$ cat src/stbt_pkg.sv
// Package for the supertrend band tracker: widths, reset values, register
// indexes and the request payload structs. No dependencies.
package stbt_pkg;

  localparam int PRICE_WIDTH = 31;
  localparam int AVG_WIDTH   = 48;
  localparam int ATR_FRAC    = AVG_WIDTH - PRICE_WIDTH;
  localparam int BAND_WIDTH  = 32;
  localparam int ALPHA_WIDTH = 17;
  localparam int MULT_WIDTH  = 16;
  localparam int CFG_IDX_W   = 2;
  localparam int CFG_DATA_W  = 17;

  // shared multiplier operand and product widths
  localparam int MUL_A_W = 32;
  localparam int MUL_B_W = 17;
  localparam int MUL_P_W = MUL_A_W + MUL_B_W;

  localparam logic [ALPHA_WIDTH-1:0] ALPHA_ONE   = 17'd65536;
  localparam logic [ALPHA_WIDTH-1:0] ALPHA_RESET = 17'd4681;
  localparam logic [MULT_WIDTH-1:0]  MULT_RESET  = 16'd768;

  typedef enum logic [CFG_IDX_W-1:0] {
    CFG_ATR_ALPHA = 2'd0,
    CFG_BAND_MULT = 2'd1
  } cfg_reg_e;

  typedef struct packed {
    logic                   first_bar;
    logic [PRICE_WIDTH-1:0] high_price;
    logic [PRICE_WIDTH-1:0] low_price;
    logic [PRICE_WIDTH-1:0] close_price;
  } in_item_t;

  typedef struct packed {
    logic signed [BAND_WIDTH-1:0] trend_level;
    logic                         trend_down;
    logic [PRICE_WIDTH-1:0]       atr_value;
  } out_item_t;

endpackage

$ cat src/supertrend_band_tracker.sv
// Supertrend band tracker top level: sequencer around one shared multiplier.
// Depends on stbt_pkg.
//
// Usage:
//   Input channel (in_valid_i/in_ready_o/in_item_i) takes one price bar per
//   request. Output channel (out_valid_o/out_ready_i/out_item_o) returns one
//   result per bar: trend level, direction and ATR.
//   Config channel (cfg_valid_i/cfg_ready_o) writes atr_alpha (index 0) or
//   band_multiplier (index 1); other indexes are dropped. Always ready; write
//   only while no bar is in flight.
// Sequence:
//   An ordinary bar steps through the range, ATR low half, ATR high half,
//   update, band offset, band and trend states; a first bar skips the ATR
//   halves and the update. The steps are set by the single 32x17 multiplier:
//   ATR step low half, high half and the band offset product each take a
//   pass, plus range, update, band and trend steps around it.
//   in_ready_o is high only while the sequencer is idle.
// Reset: ATR, held bands, previous close clear; trend up; config at defaults; output empty.
// Stall: a result waits in the output register; the next bar may be taken
//   but its final step holds until the waiting result has gone.
module supertrend_band_tracker
  import stbt_pkg::*;
(
  input  logic                  clk_i,
  input  logic                  rst_ni,
  input  logic                  in_valid_i,
  output logic                  in_ready_o,
  input  in_item_t              in_item_i,
  output logic                  out_valid_o,
  input  logic                  out_ready_i,
  output out_item_t             out_item_o,
  input  logic                  cfg_valid_i,
  output logic                  cfg_ready_o,
  input  logic [CFG_IDX_W-1:0]  cfg_index_i,
  input  logic [CFG_DATA_W-1:0] cfg_data_i
);

  typedef enum logic [2:0] {
    ST_IDLE,
    ST_RANGE,
    ST_MUL_LO,
    ST_MUL_HI,
    ST_UPDATE,
    ST_MUL_BAND,
    ST_BAND,
    ST_TREND
  } state_e;

  localparam int OFF_W = MUL_P_W - 8;
  localparam int WIDE_W = OFF_W + 1;
  localparam logic signed [WIDE_W-1:0] SAT_MAX = WIDE_W'(64'sd2147483647);
  localparam logic signed [WIDE_W-1:0] SAT_MIN = -WIDE_W'(64'sd2147483648);

  function automatic logic [PRICE_WIDTH-1:0] abs_diff(input logic [PRICE_WIDTH-1:0] a,
                                                      input logic [PRICE_WIDTH-1:0] b);
    return (a >= b) ? (a - b) : (b - a);
  endfunction

  function automatic logic signed [BAND_WIDTH-1:0] sat_band(
    input logic signed [WIDE_W-1:0] v);
    logic signed [BAND_WIDTH-1:0] r;
    if (v > SAT_MAX) begin
      r = SAT_MAX[BAND_WIDTH-1:0];
    end else if (v < SAT_MIN) begin
      r = SAT_MIN[BAND_WIDTH-1:0];
    end else begin
      r = v[BAND_WIDTH-1:0];
    end
    return r;
  endfunction

  state_e                        state_q;
  logic [ALPHA_WIDTH-1:0]        alpha_q;
  logic [MULT_WIDTH-1:0]         mult_q;
  in_item_t                      bar_q;
  logic [PRICE_WIDTH-1:0]        prev_close_q;
  logic [AVG_WIDTH-1:0]          avg_q;
  logic signed [BAND_WIDTH-1:0]  upper_q;
  logic signed [BAND_WIDTH-1:0]  lower_q;
  logic                          trend_up_q;
  logic [AVG_WIDTH-1:0]          diff_q;
  logic                          diff_neg_q;
  logic [MUL_B_W-1:0]            lo_part_q;
  logic [MUL_P_W-1:0]            step_q;
  logic [OFF_W-1:0]              off_q;
  logic signed [BAND_WIDTH-1:0]  up_band_q;
  logic signed [BAND_WIDTH-1:0]  lo_band_q;
  out_item_t                     out_q;
  logic                          out_valid_q;

  logic [ALPHA_WIDTH-1:0]        alpha_eff;
  logic [MUL_A_W-1:0]            mul_a;
  logic [MUL_B_W-1:0]            mul_b;
  logic [MUL_P_W-1:0]            mul_p;
  logic [PRICE_WIDTH-1:0]        tr_hl, tr_hp, tr_lp, tr_max;
  logic [AVG_WIDTH-1:0]          tr_ext;
  logic                          ext_ge;
  logic [MUL_B_W+15:0]           lo_sum;
  logic [MUL_P_W-1:0]            band_sum;
  logic [PRICE_WIDTH-1:0]        atr;
  logic [PRICE_WIDTH:0]          hl_sum;
  logic signed [WIDE_W-1:0]      mid_w, off_w;
  logic signed [BAND_WIDTH-1:0]  bu, bl, pc_s, cl_s;
  logic signed [BAND_WIDTH-1:0]  up_band_d, lo_band_d;
  logic                          trend_up_d;
  logic                          commit;

  assign alpha_eff = (alpha_q > ALPHA_ONE) ? ALPHA_ONE : alpha_q;
  assign atr       = avg_q[AVG_WIDTH-1:ATR_FRAC];

  // shared multiplier operand select
  always_comb begin
    unique case (state_q)
      ST_MUL_LO: begin
        mul_a = MUL_A_W'(diff_q[15:0]);
        mul_b = alpha_eff;
      end
      ST_MUL_HI: begin
        mul_a = diff_q[AVG_WIDTH-1:16];
        mul_b = alpha_eff;
      end
      ST_MUL_BAND: begin
        mul_a = MUL_A_W'(atr);
        mul_b = MUL_B_W'(mult_q);
      end
      default: begin
        mul_a = '0;
        mul_b = '0;
      end
    endcase
  end

  assign mul_p    = MUL_P_W'(mul_a) * MUL_P_W'(mul_b);
  assign lo_sum   = mul_p[MUL_B_W+15:0] + (MUL_B_W+16)'(32768);
  assign band_sum = mul_p + MUL_P_W'(128);

  // true range against previous close
  always_comb begin
    tr_hl = abs_diff(bar_q.high_price, bar_q.low_price);
    tr_hp = abs_diff(bar_q.high_price, prev_close_q);
    tr_lp = abs_diff(bar_q.low_price, prev_close_q);
    tr_max = tr_hl;
    if (!bar_q.first_bar) begin
      if (tr_hp > tr_max) tr_max = tr_hp;
      if (tr_lp > tr_max) tr_max = tr_lp;
    end
  end

  assign tr_ext = {tr_max, {ATR_FRAC{1'b0}}};
  assign ext_ge = (tr_ext >= avg_q);

  // basic and ratcheted bands
  assign hl_sum = {1'b0, bar_q.high_price} + {1'b0, bar_q.low_price};
  assign mid_w  = $signed(WIDE_W'(hl_sum[PRICE_WIDTH:1]));
  assign off_w  = $signed({1'b0, off_q});
  assign bu     = sat_band(mid_w + off_w);
  assign bl     = sat_band(mid_w - off_w);
  assign pc_s   = $signed({1'b0, prev_close_q});
  assign cl_s   = $signed({1'b0, bar_q.close_price});

  always_comb begin
    if (bar_q.first_bar) begin
      up_band_d = bu;
      lo_band_d = bl;
    end else begin
      up_band_d = (bu < upper_q || pc_s > upper_q) ? bu : upper_q;
      lo_band_d = (bl > lower_q || pc_s < lower_q) ? bl : lower_q;
    end
  end

  always_comb begin
    priority if (bar_q.first_bar) begin
      trend_up_d = (cl_s <= up_band_q);
    end else if (trend_up_q) begin
      trend_up_d = !(cl_s < lo_band_q);
    end else begin
      trend_up_d = (cl_s > up_band_q);
    end
  end

  assign commit = (state_q == ST_TREND) && (!out_valid_q || out_ready_i);

  always_ff @(posedge clk_i or negedge rst_ni) begin
    if (!rst_ni) begin
      state_q      <= ST_IDLE;
      alpha_q      <= ALPHA_RESET;
      mult_q       <= MULT_RESET;
      prev_close_q <= '0;
      avg_q        <= '0;
      upper_q      <= '0;
      lower_q      <= '0;
      trend_up_q   <= 1'b1;
      out_valid_q  <= 1'b0;
    end else begin
      if (cfg_valid_i) begin
        if (cfg_index_i == CFG_ATR_ALPHA) begin
          alpha_q <= cfg_data_i;
        end else if (cfg_index_i == CFG_BAND_MULT) begin
          mult_q <= cfg_data_i[MULT_WIDTH-1:0];
        end
      end

      if (commit) begin
        out_valid_q <= 1'b1;
      end else if (out_valid_q && out_ready_i) begin
        out_valid_q <= 1'b0;
      end

      unique case (state_q)
        ST_IDLE: begin
          if (in_valid_i) begin
            bar_q   <= in_item_i;
            state_q <= ST_RANGE;
          end
        end
        ST_RANGE: begin
          if (bar_q.first_bar) begin
            avg_q   <= tr_ext;
            state_q <= ST_MUL_BAND;
          end else begin
            diff_q     <= ext_ge ? (tr_ext - avg_q) : (avg_q - tr_ext);
            diff_neg_q <= !ext_ge;
            state_q    <= ST_MUL_LO;
          end
        end
        ST_MUL_LO: begin
          lo_part_q <= lo_sum[MUL_B_W+15:16];
          state_q   <= ST_MUL_HI;
        end
        ST_MUL_HI: begin
          step_q  <= mul_p + MUL_P_W'(lo_part_q);
          state_q <= ST_UPDATE;
        end
        ST_UPDATE: begin
          avg_q   <= diff_neg_q ? (avg_q - step_q[AVG_WIDTH-1:0])
                                : (avg_q + step_q[AVG_WIDTH-1:0]);
          state_q <= ST_MUL_BAND;
        end
        ST_MUL_BAND: begin
          off_q   <= band_sum[MUL_P_W-1:8];
          state_q <= ST_BAND;
        end
        ST_BAND: begin
          up_band_q <= up_band_d;
          lo_band_q <= lo_band_d;
          state_q   <= ST_TREND;
        end
        ST_TREND: begin
          if (commit) begin
            upper_q                <= up_band_q;
            lower_q                <= lo_band_q;
            trend_up_q             <= trend_up_d;
            prev_close_q           <= bar_q.close_price;
            out_q.trend_level      <= trend_up_d ? lo_band_q : up_band_q;
            out_q.trend_down       <= !trend_up_d;
            out_q.atr_value        <= atr;
            state_q                <= ST_IDLE;
          end
        end
        default: state_q <= ST_IDLE;
      endcase
    end
  end

  assign in_ready_o  = (state_q == ST_IDLE);
  assign cfg_ready_o = 1'b1;
  assign out_valid_o = out_valid_q;
  assign out_item_o  = out_q;

endmodule

$ cat config.mk
export PLATFORM = sky130hd
export DESIGN_NAME = supertrend_band_tracker
export DESIGN_NICKNAME = d
export VERILOG_FILES = /design/src/stbt_pkg.sv /design/src/supertrend_band_tracker.sv
export SDC_FILE = /design/constraint.sdc
export NUM_CORES = 2
export LEC_CHECK = 0
export BUFFER_PORTS_ARGS = -buffer_cell sky130_fd_sc_hd__buf_4
export CELL_PAD_IN_SITES_DETAIL_PLACEMENT = 0
export CELL_PAD_IN_SITES_GLOBAL_PLACEMENT = 1
export CORE_ASPECT_RATIO = 1.5
export CORE_UTILIZATION = 45
export DETAILED_ROUTE_END_ITERATION = 8
export PLACE_DENSITY_LB_ADDON = 0.1
export SYNTH_ARGS = -nofsm -noshare
export SYNTH_HDL_FRONTEND = slang
export SYNTH_SLANG_ARGS = --single-unit
$ cat constraint.sdc
create_clock -name clk_i -period 24.9 [get_ports clk_i]
set_clock_uncertainty 0.1 [all_clocks]
set_input_delay 0 -clock clk_i [delete_from_list [all_inputs] [get_ports clk_i]]
set_output_delay 0 -clock clk_i [all_outputs]
set_load 0.05 [all_outputs]
==> impl_metrics.tcl <==
set metrics [dict create \
    min_from "cfg_index_i[0]" \
    critPathTopFamily "compound AO/OA/AOI/OAI gates" \
    grt_overflow 0 \
    worstReg2RegStart "bar_q[32]$_DFFE_PP_" \
    wl_per_cell_um 27.4 \
    run_status "completed" \
    hold_viol 0 \
    cts_hold_buffers 230 \
    yosysTopAreaCell "edfxtp_1" \
    synth.yosys.seq_area_share_pct 23.8 \
    cts_made_buffers 67 \
    cts_setup_buffers 0 \
    crit_path_max_fanout 38 \
    critPathKind "reg -> reg" \
    fp.dieW_um 316 \
    ys_seq_elements 558 \
    synth-edff-count 377 \
    cts_tree "done" \
    synth_area_leaders "edfxtp_1 (17%), ha_1 (14%), fa_1 (14%)" \
    grt_usage_pct 36.5 \
    firstDrtPassIters 5 \
    synth_common_cells "inv_1 (1055), nand2_1 (865), ha_1 (750)" \
    grt_pass1_vias 59500 \
    max_freq_mhz 55.1 \
    tns_ns 0 \
    drv_slew 0 \
    start_kind "register" \
    drt_iter0_markers 4137 \
    grt_pass1_wl_mm 395 \
    nets 9303 \
    postRouteAntennaNets 0 \
    setup_viol 0 \
    routed_wirelength_mm 272 \
    crit_required_ns 25.24 \
    drive_above_1_share_pct 7.33 \
    cp-end-kind "register" \
    synth_area_um2 66600 \
    drc 0 \
    crit_start "bar_q[32]$_DFFE_PP_" \
    hold_slack_ns 0.261 \
    ys_warn_count 0 \
    synth.distinct_cells 110 \
    critPathBufInv 6 \
    crit_slowest_cell "a311oi_2" \
    place_area_um2 70200 \
    ioPinCount 185 \
    htreeDepth 3 \
    cts_resized 0 \
    grt_max_degree 93 \
    ctsLongestPathBuffers 3 \
    dp_hpwl_mm 222 \
    clock-sinks 558 \
    portBuffers 183 \
    cts.clk_slew.worst_paths_ns 0.06 \
    insertion_delay_ns 0.71 \
    synth.most_common_cell "inv_1" \
    root_buffer "clkbuf_16" \
    final_cell_area_um2 74700 \
    die_h_um 473 \
    routed_via_density 5.80 \
    synthArstFlopShare_pct 32.4 \
    syn_avg_cell_area_um2 8.65 \
    worstMarginPinSlew_ns 1.29 \
    hp-class "in -> reg" \
    rows 172 \
    vias 57700 \
    maxCapViolations 0 \
    slew-limit-headroom_pct 13.0 \
    rrSetupSlack_ns 6.74 \
    arrival_ns 18.50 \
    antenna_found_initial 4 \
    synthFlopType "edfxtp_1" \
    synth_cells 7695 \
    yosys.area.top_type_share_pct 17.0 \
    period_share_pct 72.9 \
    syn_nets 9023 \
    initial_utilization_pct 45.4 \
    place_congestion 0.984 \
    critPathMaxStageDelay_ns 0.90 \
    design.die.area_um2 150000 \
    rsz0062_at_grt "no" \
    period_needed_ns 18.16 \
    area_delta_synth_final_pct 12.2 \
    core_region_area_um2 147000 \
]
[layout by cell type (no fill, tap or decap), types with 67 or more instances in the layout]
| master | count |
|---|---|
| inv_1 | 1055 |
| nand2_1 | 865 |
| ha_1 | 750 |
| nor2_1 | 548 |
| a21oi_1 | 512 |
| fa_1 | 460 |
| o21ai_0 | 429 |
| edfxtp_1 | 377 |
| xnor2_1 | 319 |
| buf_4 | 298 |
| dlygate4sd3_1 | 229 |
| a21o_1 | 214 |
| dfrtp_1 | 173 |
| xor2_1 | 126 |
| o21bai_1 | 108 |
| nor3_1 | 105 |
| nand4_1 | 97 |
| nand3_1 | 89 |
| mux2i_1 | 88 |
| nand2b_1 | 84 |
| mux2_2 | 79 |
| nor2b_1 | 78 |
| clkbuf_16 | 67 |
[flip-flops by register name, indices dropped and copies added, names as in the netlist]
name / count
diff_q: 48
prev_close_q: 31
upper_q: 32
alpha_q: 17
avg_q: 48
up_band_q: 32
out_item_o: 64
lo_band_q: 32
bar_q: 94
lower_q: 32
trend_up_q: 1
off_q: 41
mult_q: 16
out_valid_o: 1
lo_part_q: 17
state_q: 3
step_q: 48
diff_neg_q: 1
[metal layers]
metal / vias up / global-route usage (%) / part of all wire [%]
li1: 26700 / - / -
met1: 28500 / 38.5 / 36
met2: 1832 / 64.9 / 50
met3: 705 / 3.63 / 3.9
met4: 0 / 30.6 / 10
met5: - / 0 / 0
[worst min-delay path: stages]
cell and delay, ns:
buf_4 0.12, nand3b_1 0.62, mux2_2 0.28
[final timing paths]
| path | depth (start not counted) | endpoint |
|---|---|---|
| max reg2reg | 67 | diff_q[36]$_DFFE_PP_ |
| max | 67 | diff_q[36]$_DFFE_PP_ |
| max in group asynchronous | 4 | mult_q[14]$_DFFE_PN0P_ |
| min in group asynchronous | 4 | prev_close_q[4]$_DFFE_PN0P_ |
| min | 3 | mult_q[2]$_DFFE_PN0P_ |
| min reg2reg | 2 | lower_q[4]$_DFFE_PN0P_ |
[stage by stage]
step,worst slack (ns),cells,util (%)
global placement,7.32,9590,47.9
CTS,6.99,9944,51.0
detailed placement,7.07,9590,47.9
floorplan,10.31,7695,-
global route,5.58,9946,51.0
finish,6.74,9950,51.0
[cells by family after synthesis]
kind of cell / after synthesis / synth area share [%]
DFF: 558 / 23.8
buffers and inverters: 1377 / 7.87
adders and majority gates: 1213 / 28.0
muxes: 170 / 2.72
AOI/OAI and AO/OA: 1794 / 17.2
and+or+nand+nor: 2137 / 14.6
other: 1 / 0.00563
xor gates and xnor gates: 445 / 5.85
[area by class of cell]
class / instances / area [um2]
multi-input cells: 5760 / 45700
inverters: 1058 / 3970
flip-flops and latches: 558 / 15900
diodes: 6 / 15.0
fillers: 14200 / 71800
clock inverters: 33 / 390
well taps: 1914 / 2390
repair buffers: 530 / 4590
clock buffers: 91 / 1830
Power is left out: the tool's default activity adds up to more than one toggle a clock period on the data nets, which glitch-free logic cannot reach.
